## src/sv/rcpwd_pkg.sv

```systemverilog
`timescale 1ns / 1ps
// shared types and constants for the rc pulse width decoder
// no dependencies

package rcpwd_pkg;

	// measurement phase
	typedef enum logic [1:0] {
		PH_WAIT_LOW  = 2'd0,
		PH_WAIT_HIGH = 2'd1,
		PH_MEASURE   = 2'd2
	} phase_t;

	// configuration register indexes
	localparam logic CFG_CYCLES_PER_US = 1'b0;
	localparam logic CFG_TIMEOUT_MS    = 1'b1;

	// reset values of the configuration registers
	localparam logic [7:0] CYCLES_PER_US_RST = 8'd72;
	localparam logic [7:0] TIMEOUT_MS_RST    = 8'd30;

	// regulation limits and snap values in microseconds
	localparam logic [15:0] US_LOW_LIMIT   = 16'd1100;
	localparam logic [15:0] US_HIGH_LIMIT  = 16'd1900;
	localparam logic [15:0] US_MID_LOW     = 16'd1400;
	localparam logic [15:0] US_MID_HIGH    = 16'd1600;
	localparam logic [10:0] US_MIN_OUT     = 11'd1000;
	localparam logic [10:0] US_MAX_OUT     = 11'd2000;
	localparam logic [10:0] US_CENTER      = 11'd1500;

	// elapsed millisecond counter saturation
	localparam logic [7:0] ELAPSED_MAX = 8'd255;

endpackage

```

## src/sv/rc_pulse_width_decoder_unit.sv

```systemverilog
`timescale 1ns / 1ps
// rc pwm pulse width decoder: input register, measurement state and result register
// depends on rcpwd_pkg

// Measures the high time of an RC servo PWM pulse. Each input transaction carries one
// pin sample and a millisecond tick; the block takes one transaction per clock cycle
// and the sample ending a measurement passes the input and result registers. The only
// stall is when a result is waiting in the output register and the next sample would
// reach the decode stage: then s_tready drops until the result is taken. The block
// waits for any pulse in progress to end, then for a rising edge, then counts cycles
// while the pin is high and turns them into microseconds with a prescaler of
// cycles_per_us (zero acts as one). A falling edge gives the width regulated to
// 1000 (below 1100), 2000 (above 1900), 1500 (1401 to 1599) or the width itself;
// more than timeout_ms ticks in one measurement gives 1500 with the timeout flag.
// The width counter saturates at 2^WIDTH_BITS - 1.

module rc_pulse_width_decoder_unit
	import rcpwd_pkg::*;
#(
	parameter int WIDTH_BITS = 12
) (
	input  logic        clk,
	input  logic        arst_n,
	// configuration write port
	input  logic        cfg_we,
	input  logic        cfg_index,
	input  logic [7:0]  cfg_data,
	// sample stream
	input  logic        s_tvalid,
	output logic        s_tready,
	input  logic [7:0]  s_tdata,   // [0] pin_level, [1] ms_tick, [7:2] zero
	// result stream
	output logic        m_tvalid,
	input  logic        m_tready,
	output logic [15:0] m_tdata,   // [10:0] pulse_us, [15:11] zero
	output logic        m_tuser    // [0] timed_out
);

	localparam logic [WIDTH_BITS-1:0] US_MAX = {WIDTH_BITS{1'b1}};

	// configuration registers
	logic [7:0] cycles_per_us_q;
	logic [7:0] timeout_ms_q;

	// input stage
	logic valid_s1;
	logic pin_s1;
	logic tick_s1;

	// measurement state
	phase_t                phase_q;
	logic [7:0]            elapsed_q;
	logic [7:0]            prescale_q;
	logic [WIDTH_BITS-1:0] high_q;

	// result register
	logic        out_valid_q;
	logic [10:0] out_us_q;
	logic        out_flag_q;

	// next state and decode
	phase_t                phase_d;
	logic [7:0]            elapsed_d;
	logic [7:0]            prescale_d;
	logic [WIDTH_BITS-1:0] high_d;
	logic [7:0]            elapsed_n;
	logic                  late;
	logic [7:0]            div;
	logic [7:0]            pc_base;
	logic [WIDTH_BITS-1:0] hu_base;
	logic [7:0]            pc_inc;
	logic [7:0]            pc_cnt;
	logic [WIDTH_BITS-1:0] hu_cnt;
	logic [15:0]           hu_ext;
	logic [10:0]           reg_us;
	logic                  emit;
	logic [10:0]           emit_us;
	logic                  emit_flag;
	logic                  advance;
	logic                  proc;

	// pipeline moves unless a result waits and the decode stage holds a sample
	assign advance  = !valid_s1 || !out_valid_q || m_tready;
	assign proc     = advance && valid_s1;
	assign s_tready = advance;

	// configuration writes
	always_ff @(posedge clk or negedge arst_n) begin
		if (!arst_n) begin
			cycles_per_us_q <= CYCLES_PER_US_RST;
			timeout_ms_q    <= TIMEOUT_MS_RST;
		end else if (cfg_we) begin
			case (cfg_index)
				CFG_CYCLES_PER_US: cycles_per_us_q <= cfg_data;
				CFG_TIMEOUT_MS:    timeout_ms_q    <= cfg_data;
				default:           ;
			endcase
		end
	end

	// input register
	always_ff @(posedge clk or negedge arst_n) begin
		if (!arst_n) begin
			valid_s1 <= 1'b0;
		end else if (advance) begin
			valid_s1 <= s_tvalid;
		end
	end

	always_ff @(posedge clk) begin
		if (advance) begin
			pin_s1  <= s_tdata[0];
			tick_s1 <= s_tdata[1];
		end
	end

	// tick counting and timeout check
	assign elapsed_n = (tick_s1 && elapsed_q < ELAPSED_MAX) ? elapsed_q + 8'd1 : elapsed_q;
	assign late      = elapsed_n > timeout_ms_q;
	assign div       = (cycles_per_us_q == 8'd0) ? 8'd1 : cycles_per_us_q;

	// prescaler and width counter; a new pulse starts from zero
	assign pc_base = (phase_q == PH_MEASURE) ? prescale_q : 8'd0;
	assign hu_base = (phase_q == PH_MEASURE) ? high_q : '0;
	assign pc_inc  = pc_base + 8'd1;
	always_comb begin
		if (pc_inc >= div) begin
			pc_cnt = 8'd0;
			hu_cnt = (hu_base == US_MAX) ? hu_base : hu_base + 1'b1;
		end else begin
			pc_cnt = pc_inc;
			hu_cnt = hu_base;
		end
	end

	// width regulation
	assign hu_ext = 16'(high_q);
	always_comb begin
		if (hu_ext < US_LOW_LIMIT) begin
			reg_us = US_MIN_OUT;
		end else if (hu_ext > US_HIGH_LIMIT) begin
			reg_us = US_MAX_OUT;
		end else if (hu_ext > US_MID_LOW && hu_ext < US_MID_HIGH) begin
			reg_us = US_CENTER;
		end else begin
			reg_us = hu_ext[10:0];
		end
	end

	// phase state register and measurement counters
	always_ff @(posedge clk or negedge arst_n) begin
		if (!arst_n) begin
			phase_q    <= PH_WAIT_LOW;
			elapsed_q  <= 8'd0;
			prescale_q <= 8'd0;
			high_q     <= '0;
		end else if (proc) begin
			phase_q    <= phase_d;
			elapsed_q  <= elapsed_d;
			prescale_q <= prescale_d;
			high_q     <= high_d;
		end
	end

	// next phase and result selection
	always_comb begin
		phase_d    = phase_q;
		elapsed_d  = elapsed_n;
		prescale_d = prescale_q;
		high_d     = high_q;
		emit       = 1'b0;
		emit_us    = US_CENTER;
		emit_flag  = 1'b0;
		case (phase_q)
			PH_WAIT_HIGH: begin
				if (pin_s1) begin
					phase_d    = PH_MEASURE;
					prescale_d = pc_cnt;
					high_d     = hu_cnt;
				end else if (late) begin
					emit      = 1'b1;
					emit_flag = 1'b1;
				end
			end
			PH_MEASURE: begin
				if (!pin_s1) begin
					emit    = 1'b1;
					emit_us = reg_us;
				end else if (late) begin
					emit      = 1'b1;
					emit_flag = 1'b1;
				end else begin
					prescale_d = pc_cnt;
					high_d     = hu_cnt;
				end
			end
			default: begin
				// wait for low, unused code too
				phase_d = PH_WAIT_LOW;
				if (!pin_s1) begin
					phase_d = PH_WAIT_HIGH;
				end else if (late) begin
					emit      = 1'b1;
					emit_flag = 1'b1;
				end
			end
		endcase
		// every result restarts the measurement
		if (emit) begin
			phase_d    = PH_WAIT_LOW;
			elapsed_d  = 8'd0;
			prescale_d = 8'd0;
			high_d     = '0;
		end
	end

	// result register
	always_ff @(posedge clk or negedge arst_n) begin
		if (!arst_n) begin
			out_valid_q <= 1'b0;
		end else if (proc && emit) begin
			out_valid_q <= 1'b1;
		end else if (m_tready) begin
			out_valid_q <= 1'b0;
		end
	end

	always_ff @(posedge clk) begin
		if (proc && emit) begin
			out_us_q   <= emit_us;
			out_flag_q <= emit_flag;
		end
	end

	assign m_tvalid = out_valid_q;
	assign m_tdata  = {5'd0, out_us_q};
	assign m_tuser  = out_flag_q;

	// timeout results always carry the center value
	a_timeout_center: assert property (@(posedge clk) disable iff (!arst_n)
		(m_tvalid && m_tuser) |-> (m_tdata[10:0] == US_CENTER))
		else $error("timeout result is not the center value");

	// measured results stay inside the regulated range
	a_result_range: assert property (@(posedge clk) disable iff (!arst_n)
		m_tvalid |-> (m_tdata[10:0] >= US_MIN_OUT && m_tdata[10:0] <= US_MAX_OUT))
		else $error("result outside regulated range");

	// a waiting result blocks new samples when the decode stage is full
	a_stall: assert property (@(posedge clk) disable iff (!arst_n)
		(valid_s1 && m_tvalid && !m_tready) |-> !s_tready)
		else $error("sample accepted while result would be overwritten");

	// a result restarts the measurement
	a_restart: assert property (@(posedge clk) disable iff (!arst_n)
		(proc && emit) |=> (phase_q == PH_WAIT_LOW && elapsed_q == 8'd0))
		else $error("measurement not restarted after result");

endmodule

```

## config.mk

```make
export PLATFORM = sky130hd
export DESIGN_NAME = rc_pulse_width_decoder_unit
export DESIGN_NICKNAME = d
export VERILOG_FILES = /design/src/sv/rcpwd_pkg.sv /design/src/sv/rc_pulse_width_decoder_unit.sv
export SDC_FILE = /design/constraint.sdc
export NUM_CORES = 1
export LEC_CHECK = 0
export BUFFER_PORTS_ARGS = -buffer_cell sky130_fd_sc_hd__buf_2
export CORE_MARGIN = 8
export CORE_UTILIZATION = 54
export CTS_CLUSTER_SIZE = 16
export DETAILED_ROUTE_END_ITERATION = 16
export HOLD_SLACK_MARGIN = 0.06
export PLACE_DENSITY = 0.75
export REMOVE_ABC_BUFFERS = 1
export SLEW_MARGIN = 20
export SYNTH_ARGS = -nofsm -noshare
export SYNTH_HDL_FRONTEND = slang
export SYNTH_SLANG_ARGS = --single-unit
export TNS_END_PERCENT = 5
```

## constraint.sdc

```tcl
create_clock -name clk -period 4.3 [get_ports clk]
set_input_delay 0.645 -clock clk [delete_from_list [all_inputs] [get_ports clk]]
set_output_delay 0.645 -clock clk [all_outputs]
set_load 0.02 [all_outputs]
```

==> out/metrics.yaml <==
maxCapViolCount: 0
hpwlAfterDp_um: 6060
num_rows: 31
power.density_mw_per_mm2: 450
nets: 486
numCtsBuffers: 9
cts_sinks: 62
max_slew_margin_pct: 40.3
synth.yosys.seq_area_share_pct: 41.2
crit_cells: 11
hp-class: "in2async"
power_frac_comb_pct: 32.2
antenna_found_initial: 0
clk_pin_slew_worst_paths_ns: 0.08
grt_pass1_vias: 3094
end_kind: "register"
syn_inst: 416
slew_viol_final: 0
crit_type: "reg2reg"
hold_ws_ns: 0.385
grt_max_degree: 49
critPathLaunchType: "register"
first_iter_violations: 302
setup_tns_ns: 0
die_x_um: 102
required_ns: 4.26
fp.coreArea_mm2: 0.00718
ff2ff_path_depth: 11
synthArstFlopShare_pct: 77.4
place_area_mm2: 0.00416
cts_setup_buffers: 0
synth.most_common_cell: "nand2_1"
die_h_um: 102
routedWlPerCell_um: 15.5
drt_wl_total_um: 8450
drive_gt1_share_pct: 18.5
cts_root_buf: "clkbuf_8"
power_switching_mw: 0.682
critPathSlowestCell: "nor2_1"
period_share_pct: 90.9
io_buffers: 29
grt_pass1_wl_um: 14300
htree_levels: 3
internal_power_mw: 1.29
multi_input_area_mm2: 0.00211
path_buf_inv: 0
synth_area_mm2: 0.00396
dp.cells: 531
ff2ff_setup_slack_ns: 0.39
drc: 0
track_usage_pct: 17.2
clock.fmax_mhz: 256
ys_top_cells_by_area: "dfrtp_1 27%, edfxtp_1 11%, ha_1 6.6%, nand2_1 4.1%, dfstp_2 4.0%"
leakage_nw: 1.89
critPathMaxStageDelay_ns: 0.74
clock_latency_ns: 0.34
initial_core_util_pct: 55.1
min_period_ns: 3.91
cts_tree: "built"
synthToLayoutAreaGrowth_pct: 10.9
finalSetupViolations: 0
synth_edf_count: 14
arrival_ns: 3.87
postLayoutCellArea_mm2: 0.00439
r2r-start: "elapsed_q[0]$_DFFE_PN0P_"
rsz0062_at_grt: "no"
ctsHoldBuffers: 0
antenna_left: 0
critical_path.most_common_cell: "ha_1"
yosys_warnings: 0
seq_area_mm2: 0.00163
synth-seq-cells: 62
gp_congestion: 0.843
tightest_slew_ns: 0.892
synthTopCellsByCount: "43 x nand2_1, 42 x dfrtp_1, 28 x inv_1"
vias: 3239
grt_overflow_total: 0
hold_viol: 0
via_per_inst: 5.92
peakVddDrop_mv: 0.208
die-area_mm2: 0.0103
worstReg2RegEnd: "out_us_q[6]$_SDFFCE_PP1P_"
boundaryPins: 41
pwr-share-seq_pct: 38.4
synth_ff_type: "dfrtp_1"
avgSynthCellArea_um2: 9.51
path_cells: "ha_1 > nand3_1 > o31ai_4 > nor3_1 > and3_1 > xor2_1 > ha_1 > nand4_2 > a21oi_2 > o21ai_0 > nor2_1"
skew_ns: 0.0124
outcome: "finished, final reports clean"
nFillCells: 593
cts.path.max_buffers: 2
switching_share_pct: 34.5
fin_cells: 547
yosysTopAreaCellShare_pct: 26.6
synth_area_leader_cell: "dfrtp_1"
cts_resized: 0
path_delay_family: "simple AND/OR/NAND/NOR gates"
crit_fanout: 12
firstDrtPassIters: 5
clkPwrFrac_pct: 29.5
antennaDiodeCount: 0
synth_cell_types: 62
[cells by family after synthesis]
logic type,count (synthesis),synth area share (%)
and+or+nand+nor,151,20.2
AOI/OAI and AO/OA,101,17.7
DFF,62,41.2
buffers and inverters,51,5.79
adders and majority gates,21,6.64
muxes,18,5.88
xor gates and xnor gates,11,2.44
other,1,0.0948
[layout by cell type (no fill, tap or decap), drive strengths merged, types with 3 or more instances in the layout]
cell type	n
buf	35
conb	5
a21o	4
o211ai	6
and2	15
nand2	43
nand3	17
dfstp	6
clkbuf	12
nor4	5
edfxtp	14
inv	28
a22o	6
o311ai	3
a211o	4
nor2	22
a21oi	17
a31oi	8
dfrtp	42
a41oi	3
o21a	3
nand4	10
mux2	18
nor3b	7
nand2b	5
nor3	6
o221ai	5
o21ai	27
o2111ai	3
nor2b	6
xor2	4
o22ai	3
ha	21
and3	7
xnor2	7
[area by class of cell]
cell class	count	share of cell area [%]
Multi-Input combinational cell	307	48.2
Sequential cell	62	37.1
Timing Repair Buffer	35	4.34
Clock buffer	12	3.54
Tap cell	99	2.82
Inverter	28	2.40
Clock inverter	4	1.60
[sequential cells by signal, summed over array words and instances, names as in the netlist]
register         flops
prescale_q           8
m_tuser              1
high_q              12
tick_s1              1
m_tvalid             1
phase_q              2
timeout_ms_q         8
valid_s1             1
out_us_q            11
cycles_per_us_q      8
pin_s1               1
elapsed_q            8
[power by group through the flow]
| stage | Clock [mW] | Combinational, mW | Sequential, mW |
|---|---|---|---|
| finish | 0.582 | 0.635 | 0.757 |
| global route | 0.617 | 0.705 | 0.769 |
| CTS | 0.592 | 0.631 | 0.756 |
| detailed placement | 0 | 0.629 | 0.766 |
| global placement | 0 | 0.610 | 0.763 |
| floorplan | 0 | 0.473 | 0.756 |
[stage by stage]
step	total power [mW]	setup slack [ns]	utilization, %
after floorplan	1.23	0.478	-
after global placement	1.37	0.560	58.0
after detailed placement	1.39	0.483	58.0
after CTS	1.98	0.418	61.1
after global routing	2.09	0.113	61.1
final	1.97	0.389	61.1
[worst max-delay path by stage]
stage | startpoint | slack [ns] | end
detailed placement | elapsed_q[0]$_DFFE_PN0P_ | 0.48 | out_us_q[0]$_SDFFCE_PP0P_
finish | elapsed_q[0]$_DFFE_PN0P_ | 0.39 | out_us_q[6]$_SDFFCE_PP1P_
global route | elapsed_q[0]$_DFFE_PN0P_ | 0.11 | out_us_q[8]$_SDFFCE_PP1P_
floorplan | phase_q[0]$_DFFE_PN0P_ | 0.48 | prescale_q[1]$_DFFE_PN0P_
CTS | elapsed_q[0]$_DFFE_PN0P_ | 0.42 | out_us_q[8]$_SDFFCE_PP1P_
global placement | elapsed_q[0]$_DFFE_PN0P_ | 0.56 | out_us_q[0]$_SDFFCE_PP0P_
[metal layers]
layer	global-route usage (%)	part of all wire, %	vias to the layer above	wire, um
met5	0	0	-	0
met4	6.87	1.5	0	130
met3	4.05	6.7	13	564
met2	27.7	47	114	3980
met1	21.7	45	1548	3770
li1	-	-	1564	-
[worst register-to-register path, cell delays in order, from the launching register on]
cell and delay (ns):
dfrtp_1 0.44, ha_1 0.25, nand3_1 0.20, o31ai_4 0.12, nor3_1 0.36, and3_1 0.26, xor2_1 0.10, ha_1 0.34
nand4_2 0.16, a21oi_2 0.29, o21ai_0 0.27, nor2_1 0.74
Note: power is estimated with default switching activity, not from simulation.
